### src/sv/buddy_block_allocator_assert.svh
// assertion macros for the buddy block allocator
`ifndef BUDDY_BLOCK_ALLOCATOR_ASSERT_SVH
`define BUDDY_BLOCK_ALLOCATOR_ASSERT_SVH

// same-cycle implication
`define BBA_ASSERT_IMPL(label, ante, cons, msg) \
label: assert property (@(posedge clk) disable iff (!rst_n) (ante) |-> (cons)) \
    else $error(msg);

// next-cycle implication
`define BBA_ASSERT_NEXT(label, ante, cons, msg) \
label: assert property (@(posedge clk) disable iff (!rst_n) (ante) |=> (cons)) \
    else $error(msg);

`endif

### src/sv/bba_pkg.sv
`default_nettype none

package bba_pkg;

    localparam int TOP_BLOCKS_DEF      = 32;
    localparam int MAX_LEVEL_DEF       = 10;
    localparam int MIN_BLOCK_BYTES_DEF = 128;
    localparam int SIZE_LIMIT          = 100000000;
    localparam logic [6:0] HDR_RESET   = 7'd32;

    localparam logic [2:0] ST_OK      = 3'd0;
    localparam logic [2:0] ST_NOSPACE = 3'd1;
    localparam logic [2:0] ST_BADSIZE = 3'd2;
    localparam logic [2:0] ST_MAP     = 3'd3;
    localparam logic [2:0] ST_IGNORED = 3'd4;

    typedef enum logic [3:0] {
        S_INIT,
        S_IDLE,
        S_DECODE,
        S_A_SEL,
        S_A_SCAN_RD,
        S_A_SCAN_CHK,
        S_A_SPLIT,
        S_A_SPLIT_WR,
        S_A_LIVE_WR,
        S_F_CHK,
        S_F_LOOP,
        S_F_BUD_CHK,
        S_F_SET_WR,
        S_DONE
    } state_t;

    typedef enum logic [4:0] {
        OP_NONE,
        OP_INIT,
        OP_LOAD,
        OP_TARGET,
        OP_SEL,
        OP_SCAN_RD,
        OP_SCAN_HIT,
        OP_SCAN_NEXT,
        OP_SPLIT_RD,
        OP_SPLIT_WR,
        OP_LIVE_RD,
        OP_LIVE_WR,
        OP_F_RD,
        OP_F_CLR,
        OP_BUD_RD,
        OP_MERGE,
        OP_SET_RD,
        OP_SET_WR,
        OP_EMIT
    } dp_op_t;

    typedef struct packed {
        dp_op_t     op;
        logic [2:0] st;
    } cmd_t;

    typedef struct packed {
        logic init_last;
        logic is_free;
        logic bad;
        logic map;
        logic none;
        logic hit;
        logic ord_gt_tgt;
        logic ord_max;
        logic live_hit;
        logic buddy_free;
        logic out_busy;
    } sts_t;

    // 32-bit words holding the free bits of one order
    function automatic int lvl_words(input int lvl, input int top, input int maxl);
        return ((top << (maxl - lvl)) + 31) >> 5;
    endfunction

    // first word of an order in the free-bit memory
    function automatic int lvl_base_words(input int lvl, input int top, input int maxl);
        int acc;
        acc = 0;
        for (int k = 0; k < lvl; k++)
        begin
            acc += lvl_words(k, top, maxl);
        end
        return acc;
    endfunction

endpackage

`default_nettype wire

### src/sv/bba_ctrl.sv
`default_nettype none

module bba_ctrl (
    input  wire           clk,
    input  wire           rst_n,
    input  wire           in_valid,
    output logic          in_ready,
    input  bba_pkg::sts_t sts,
    output bba_pkg::cmd_t cmd
);

    bba_pkg::state_t state_reg, state_next;
    logic [2:0]      st_reg, st_next;

    always_ff @(posedge clk or negedge rst_n)
    begin
        if (!rst_n)
        begin
            state_reg <= bba_pkg::S_INIT;
            st_reg    <= bba_pkg::ST_OK;
        end
        else
        begin
            state_reg <= state_next;
            st_reg    <= st_next;
        end
    end

    always_comb
    begin
        state_next = state_reg;
        st_next    = st_reg;
        case (state_reg)
            bba_pkg::S_INIT:
            begin
                if (sts.init_last)
                    state_next = bba_pkg::S_IDLE;
            end
            bba_pkg::S_IDLE:
            begin
                if (in_valid)
                    state_next = bba_pkg::S_DECODE;
            end
            bba_pkg::S_DECODE:
            begin
                if (sts.is_free)
                    state_next = bba_pkg::S_F_CHK;
                else if (sts.bad)
                begin
                    st_next    = bba_pkg::ST_BADSIZE;
                    state_next = bba_pkg::S_DONE;
                end
                else if (sts.map)
                begin
                    st_next    = bba_pkg::ST_MAP;
                    state_next = bba_pkg::S_DONE;
                end
                else
                    state_next = bba_pkg::S_A_SEL;
            end
            bba_pkg::S_A_SEL:
            begin
                if (sts.none)
                begin
                    st_next    = bba_pkg::ST_NOSPACE;
                    state_next = bba_pkg::S_DONE;
                end
                else
                    state_next = bba_pkg::S_A_SCAN_RD;
            end
            bba_pkg::S_A_SCAN_RD:
                state_next = bba_pkg::S_A_SCAN_CHK;
            bba_pkg::S_A_SCAN_CHK:
            begin
                if (sts.hit)
                    state_next = bba_pkg::S_A_SPLIT;
                else
                    state_next = bba_pkg::S_A_SCAN_RD;
            end
            bba_pkg::S_A_SPLIT:
            begin
                if (sts.ord_gt_tgt)
                    state_next = bba_pkg::S_A_SPLIT_WR;
                else
                    state_next = bba_pkg::S_A_LIVE_WR;
            end
            bba_pkg::S_A_SPLIT_WR:
                state_next = bba_pkg::S_A_SPLIT;
            bba_pkg::S_A_LIVE_WR:
            begin
                st_next    = bba_pkg::ST_OK;
                state_next = bba_pkg::S_DONE;
            end
            bba_pkg::S_F_CHK:
            begin
                if (!sts.live_hit)
                begin
                    st_next    = bba_pkg::ST_IGNORED;
                    state_next = bba_pkg::S_DONE;
                end
                else
                    state_next = bba_pkg::S_F_LOOP;
            end
            bba_pkg::S_F_LOOP:
            begin
                if (sts.ord_max)
                    state_next = bba_pkg::S_F_SET_WR;
                else
                    state_next = bba_pkg::S_F_BUD_CHK;
            end
            bba_pkg::S_F_BUD_CHK:
            begin
                if (sts.buddy_free)
                    state_next = bba_pkg::S_F_LOOP;
                else
                    state_next = bba_pkg::S_F_SET_WR;
            end
            bba_pkg::S_F_SET_WR:
            begin
                st_next    = bba_pkg::ST_OK;
                state_next = bba_pkg::S_DONE;
            end
            bba_pkg::S_DONE:
            begin
                if (!sts.out_busy)
                    state_next = bba_pkg::S_IDLE;
            end
            default:
                state_next = bba_pkg::S_INIT;
        endcase
    end

    always_comb
    begin
        cmd.op   = bba_pkg::OP_NONE;
        cmd.st   = st_reg;
        in_ready = 1'b0;
        case (state_reg)
            bba_pkg::S_INIT:
                cmd.op = bba_pkg::OP_INIT;
            bba_pkg::S_IDLE:
            begin
                in_ready = 1'b1;
                if (in_valid)
                    cmd.op = bba_pkg::OP_LOAD;
            end
            bba_pkg::S_DECODE:
            begin
                if (sts.is_free)
                    cmd.op = bba_pkg::OP_F_RD;
                else if (!sts.bad && !sts.map)
                    cmd.op = bba_pkg::OP_TARGET;
            end
            bba_pkg::S_A_SEL:
            begin
                if (!sts.none)
                    cmd.op = bba_pkg::OP_SEL;
            end
            bba_pkg::S_A_SCAN_RD:
                cmd.op = bba_pkg::OP_SCAN_RD;
            bba_pkg::S_A_SCAN_CHK:
                cmd.op = sts.hit ? bba_pkg::OP_SCAN_HIT : bba_pkg::OP_SCAN_NEXT;
            bba_pkg::S_A_SPLIT:
                cmd.op = sts.ord_gt_tgt ? bba_pkg::OP_SPLIT_RD : bba_pkg::OP_LIVE_RD;
            bba_pkg::S_A_SPLIT_WR:
                cmd.op = bba_pkg::OP_SPLIT_WR;
            bba_pkg::S_A_LIVE_WR:
                cmd.op = bba_pkg::OP_LIVE_WR;
            bba_pkg::S_F_CHK:
            begin
                if (sts.live_hit)
                    cmd.op = bba_pkg::OP_F_CLR;
            end
            bba_pkg::S_F_LOOP:
                cmd.op = sts.ord_max ? bba_pkg::OP_SET_RD : bba_pkg::OP_BUD_RD;
            bba_pkg::S_F_BUD_CHK:
                cmd.op = sts.buddy_free ? bba_pkg::OP_MERGE : bba_pkg::OP_SET_RD;
            bba_pkg::S_F_SET_WR:
                cmd.op = bba_pkg::OP_SET_WR;
            bba_pkg::S_DONE:
            begin
                if (!sts.out_busy)
                    cmd.op = bba_pkg::OP_EMIT;
            end
            default:
                cmd.op = bba_pkg::OP_NONE;
        endcase
    end

endmodule

`default_nettype wire

### config.mk
export PLATFORM = sky130hd
export DESIGN_NAME = bba_ctrl
export DESIGN_NICKNAME = d
export VERILOG_FILES = /design/src/sv/buddy_block_allocator_assert.svh /design/src/sv/bba_pkg.sv /design/src/sv/bba_ctrl.sv
export SDC_FILE = /design/constraint.sdc
export NUM_CORES = 1
export LEC_CHECK = 0
export BUFFER_PORTS_ARGS = -buffer_cell sky130_fd_sc_hd__buf_2
export CORE_UTILIZATION = 45
export DETAILED_ROUTE_END_ITERATION = 16
export PLACE_DENSITY = 0.69
export SLEW_MARGIN = 20
export SYNTH_ARGS = -nofsm -noshare
export SYNTH_HDL_FRONTEND = slang
export SYNTH_SLANG_ARGS = --single-unit
### constraint.sdc
create_clock -name clk -period 1.5 [get_ports clk]
set_input_delay 0.3 -clock clk [delete_from_list [all_inputs] [get_ports clk]]
set_output_delay 0.3 -clock clk [all_outputs]
set_load 0.02 [all_outputs]
==> results.rst <==
.. list-table::
   :header-rows: 1

   * - Metric
     - Value
   * - Smallest setup slack after layout
     - -0.465 ns
   * - Start point of the critical path
     - state_reg[0]
   * - Clock tree from TritonCTS
     - yes
   * - CP endpoint kind
     - primary output
   * - Total I/O pin count
     - 23
   * - Final Critical Period
     - 1.97 ns
   * - Sequential area share after synthesis
     - 0.219
   * - CP endpoint
     - cmd[5]
   * - Count of flip-flops with a built-in enable after synthesis
     - 0
   * - Cell chosen for the clock root
     - sky130_fd_sc_hd__clkbuf_4
   * - Highest ir drop seen on vdd
     - 1.86 mV
   * - Finished Cell Area
     - 0.00141 mm2
   * - Placed standard-cell area
     - 0.00116 mm2
   * - Vias post-DR
     - 1260
   * - Initial core utilization
     - 0.507
   * - CP max stage delay
     - 0.47 ns
   * - Layout cell share with drive strength beyond 1
     - 0.587
   * - First-pass GRT wire length
     - 5.30 mm
   * - Clk sink count
     - 7
   * - Crit Path Category
     - reg -> out
   * - Core utilization of the finished layout
     - 0.896
   * - Area inside the core boundary
     - 0.00158 mm2
   * - CP arrival
     - 1.67 ns
   * - Insertion delay to the later sink of the worst-skew pair
     - 0.26 ns
   * - Sum of negative setup slack
     - -3.13 ns
   * - Transition time of the tightest slew-check pin
     - 0.569 ns
   * - Hold crit path type
     - in -> reg
   * - Via count of the first global-routing pass
     - 1147
   * - Slew headroom
     - 0.615
   * - Clock edge transition at the registers on the reported setup and hold paths
     - 0.05 ns
   * - Synth Cell Area
     - 800 um2
   * - Static Leakage
     - 0.629 nW
   * - First-iteration detailed-routing DRC count
     - 94
   * - Launch point of the worst reg-to-reg path
     - state_reg[3]
   * - DIE AREA
     - 0.00195 mm2
   * - Fraction of registers with async set or reset after synthesis
     - 1.00
   * - Crit path depth
     - 5
   * - Req. time, crit path
     - 1.20 ns
   * - Pin count of the biggest net entering global routing
     - 13
   * - Commonest cells after routing, fill and taps aside
     - sky130_fd_sc_hd__buf_4 (39), sky130_fd_sc_hd__buf_2 (16), sky130_fd_sc_hd__nand2_1 (10), sky130_fd_sc_hd__buf_6 (10)
   * - FILL cells
     - 79
   * - Count of state elements after synthesis
     - 7
   * - CP startpoint kind
     - flop
   * - Max reg flops
     - 4
   * - Htree depth
     - 1
   * - Total GRT Usage
     - 0.382
   * - Number of standard cells after synthesis
     - 112
   * - DRC violation count after routing
     - 0
   * - Violations in the final reports
     - negative setup slack
   * - Buffers & Inverters on Critical Path
     - 1
   * - Number of endpoints with negative hold slack in the final report
     - 0
   * - Largest fanout of any net on the critical path
     - 6
   * - Share of the clock period used by the worst path
     - 1.31
   * - Sum of routed wire length over all layers
     - 3.83 mm
   * - Unrepaired setup endpoints after global routing
     - yes
   * - Mean instance size in the synthesized netlist
     - 7.14 um2
   * - Horizontal extent of the die
     - 44.2 um
   * - Place WS
     - -0.210 ns
   * - Inserted Diodes
     - 0
   * - Power density relative to cell area
     - 2300 mW/mm2
   * - Count of buffers from port buffering
     - 22
   * - Cell breakdown of the critical path
     - nor2b_4 -> nor2_1 -> nand4_1 -> o211ai_1 -> buf_4
   * - Number of slew-limit violations in the final report
     - 0
   * - Most used flip-flop cell after synthesis
     - sky130_fd_sc_hd__dfrtp_1
   * - Instance count after placement with tap cells included
     - 174
   * - Worst clock skew
     - 0.00919 ns
   * - Yosys Warn Count
     - 0
   * - Nets
     - 187
   * - Detailed-routing iteration count for the pre-antenna-repair pass
     - 4
   * - Commonest non-fill, non-tap cell in the layout
     - sky130_fd_sc_hd__buf_4
   * - Reg2reg setup slack
     - -0.30 ns
   * - F_max
     - 0.509 GHz
   * - RePlAce Congestion
     - 0.879
   * - Detailed placer's ending HPWL
     - 2.18 mm
   * - Critical-path top delay cell
     - sky130_fd_sc_hd__dfrtp_2
   * - Run status
     - finished, violations left
   * - Antenna violations before repair
     - 0
   * - Dominant delay contributor by cell family on the critical path
     - simple AND/OR/NAND/NOR gates
   * - Per-cell via count in the routed design
     - 6.70
   * - Number of cells on the worst reg-to-reg path
     - 6
   * - R2r endpoint
     - state_reg[0]
   * - Overflow left after global routing
     - 0
   * - Count of cell types in the netlist
     - 35
   * - PnR Total Power
     - 3.25 mW
   * - Number of buffers created by CTS
     - 3
   * - Die height
     - 44.2 um
   * - Max Buffers Root-to-Sink
     - 2
   * - Final hold slack
     - 0.325 ns
   * - Post-Layout Cell Count
     - 188
   * - Max-cap violations
     - 0
   * - Growth of design area from synthesis to finish
     - 76.7%
   * - Syn_nets
     - 126
   * - Row count
     - 14
   * - Detailed-route wire length per cell
     - 20.4 um
   * - Antenna-violating nets left
     - 0
   * - Final setup vio count
     - 10
==> report_power, final <==
| part | internal [mW] | switching, mW |
|---|---|---|
| clock | 0.101 | 0.0691 |
| sequential | 0.285 | 0.146 |
| combinational | 1.34 | 1.31 |
| total | 1.72 | 1.53 |
==> layer usage <==
layer,routed length [um],GRT usage,share of wire,vias to the layer above
met3,338,0.0939,0.088,32
met5,0,0,0,-
met1,1470,0.449,0.38,585
met2,1790,0.632,0.47,106
li1,-,-,-,537
met4,231,0.212,0.060,0
==> cell families after synthesis <==
kind of cell,after synthesis,synth area share
AND/OR/NAND/NOR,47,0.316
AO/OA/AOI/OAI,40,0.340
buffers and inverters,16,0.0986
flip-flops,7,0.219
multiplexers,2,0.0266
==> final cells by class <==
type                            count  area (um2)  share of cell area
Clock buffer                        4        26.3              0.0186
Tap cell                           16        20.0              0.0142
Timing Repair Buffer               66         495               0.351
Inverter                            6        22.5              0.0159
Sequential cell                     7         180               0.128
Multi-Input combinational cell     89         668               0.473
==> worst min-delay path by stage <==
stage | start | depth (start not counted) | end
2_1_floorplan | rst_n | 0 | st_reg[0]
3_3_place_gp | rst_n | 1 | st_reg[0]
3_5_place_dp | rst_n | 1 | st_reg[2]
4_1_cts | sts[9] | 2 | st_reg[1]
5_1_grt | sts[2] | 2 | st_reg[2]
6_report | sts[9] | 2 | st_reg[1]
==> Yosys cell counts, drive strengths merged (2+ instances only) <==
| cell | instances | share of area |
|---|---|---|
| a21oi | 11 | 0.069 |
| a311oi | 2 | 0.022 |
| a31oi | 2 | 0.016 |
| buf | 10 | 0.070 |
| dfrtp | 7 | 0.22 |
| inv | 6 | 0.028 |
| nand2 | 13 | 0.061 |
| nand2b | 7 | 0.055 |
| nand3 | 3 | 0.019 |
| nand4 | 3 | 0.023 |
| nor2 | 5 | 0.023 |
| nor2b | 6 | 0.047 |
| nor3 | 3 | 0.019 |
| o211ai | 4 | 0.038 |
| o21a | 2 | 0.019 |
| o21ai | 7 | 0.044 |
| o22a | 2 | 0.022 |
| o22ai | 2 | 0.016 |
| o32ai | 3 | 0.033 |
==> what timing repair did <==
item | in CTS | in global routing
endpoints found under the hold margin | 7 | 0
setup buffers | 7 | 4
resized for setup | 24 | 23
hold buffers | 1 | 0
gates cloned | 0 | 0
pin swaps | 12 | 11
endpoints found under the setup margin | 11 | 11
No activity file was read; power rests on OpenSTA's default activity.
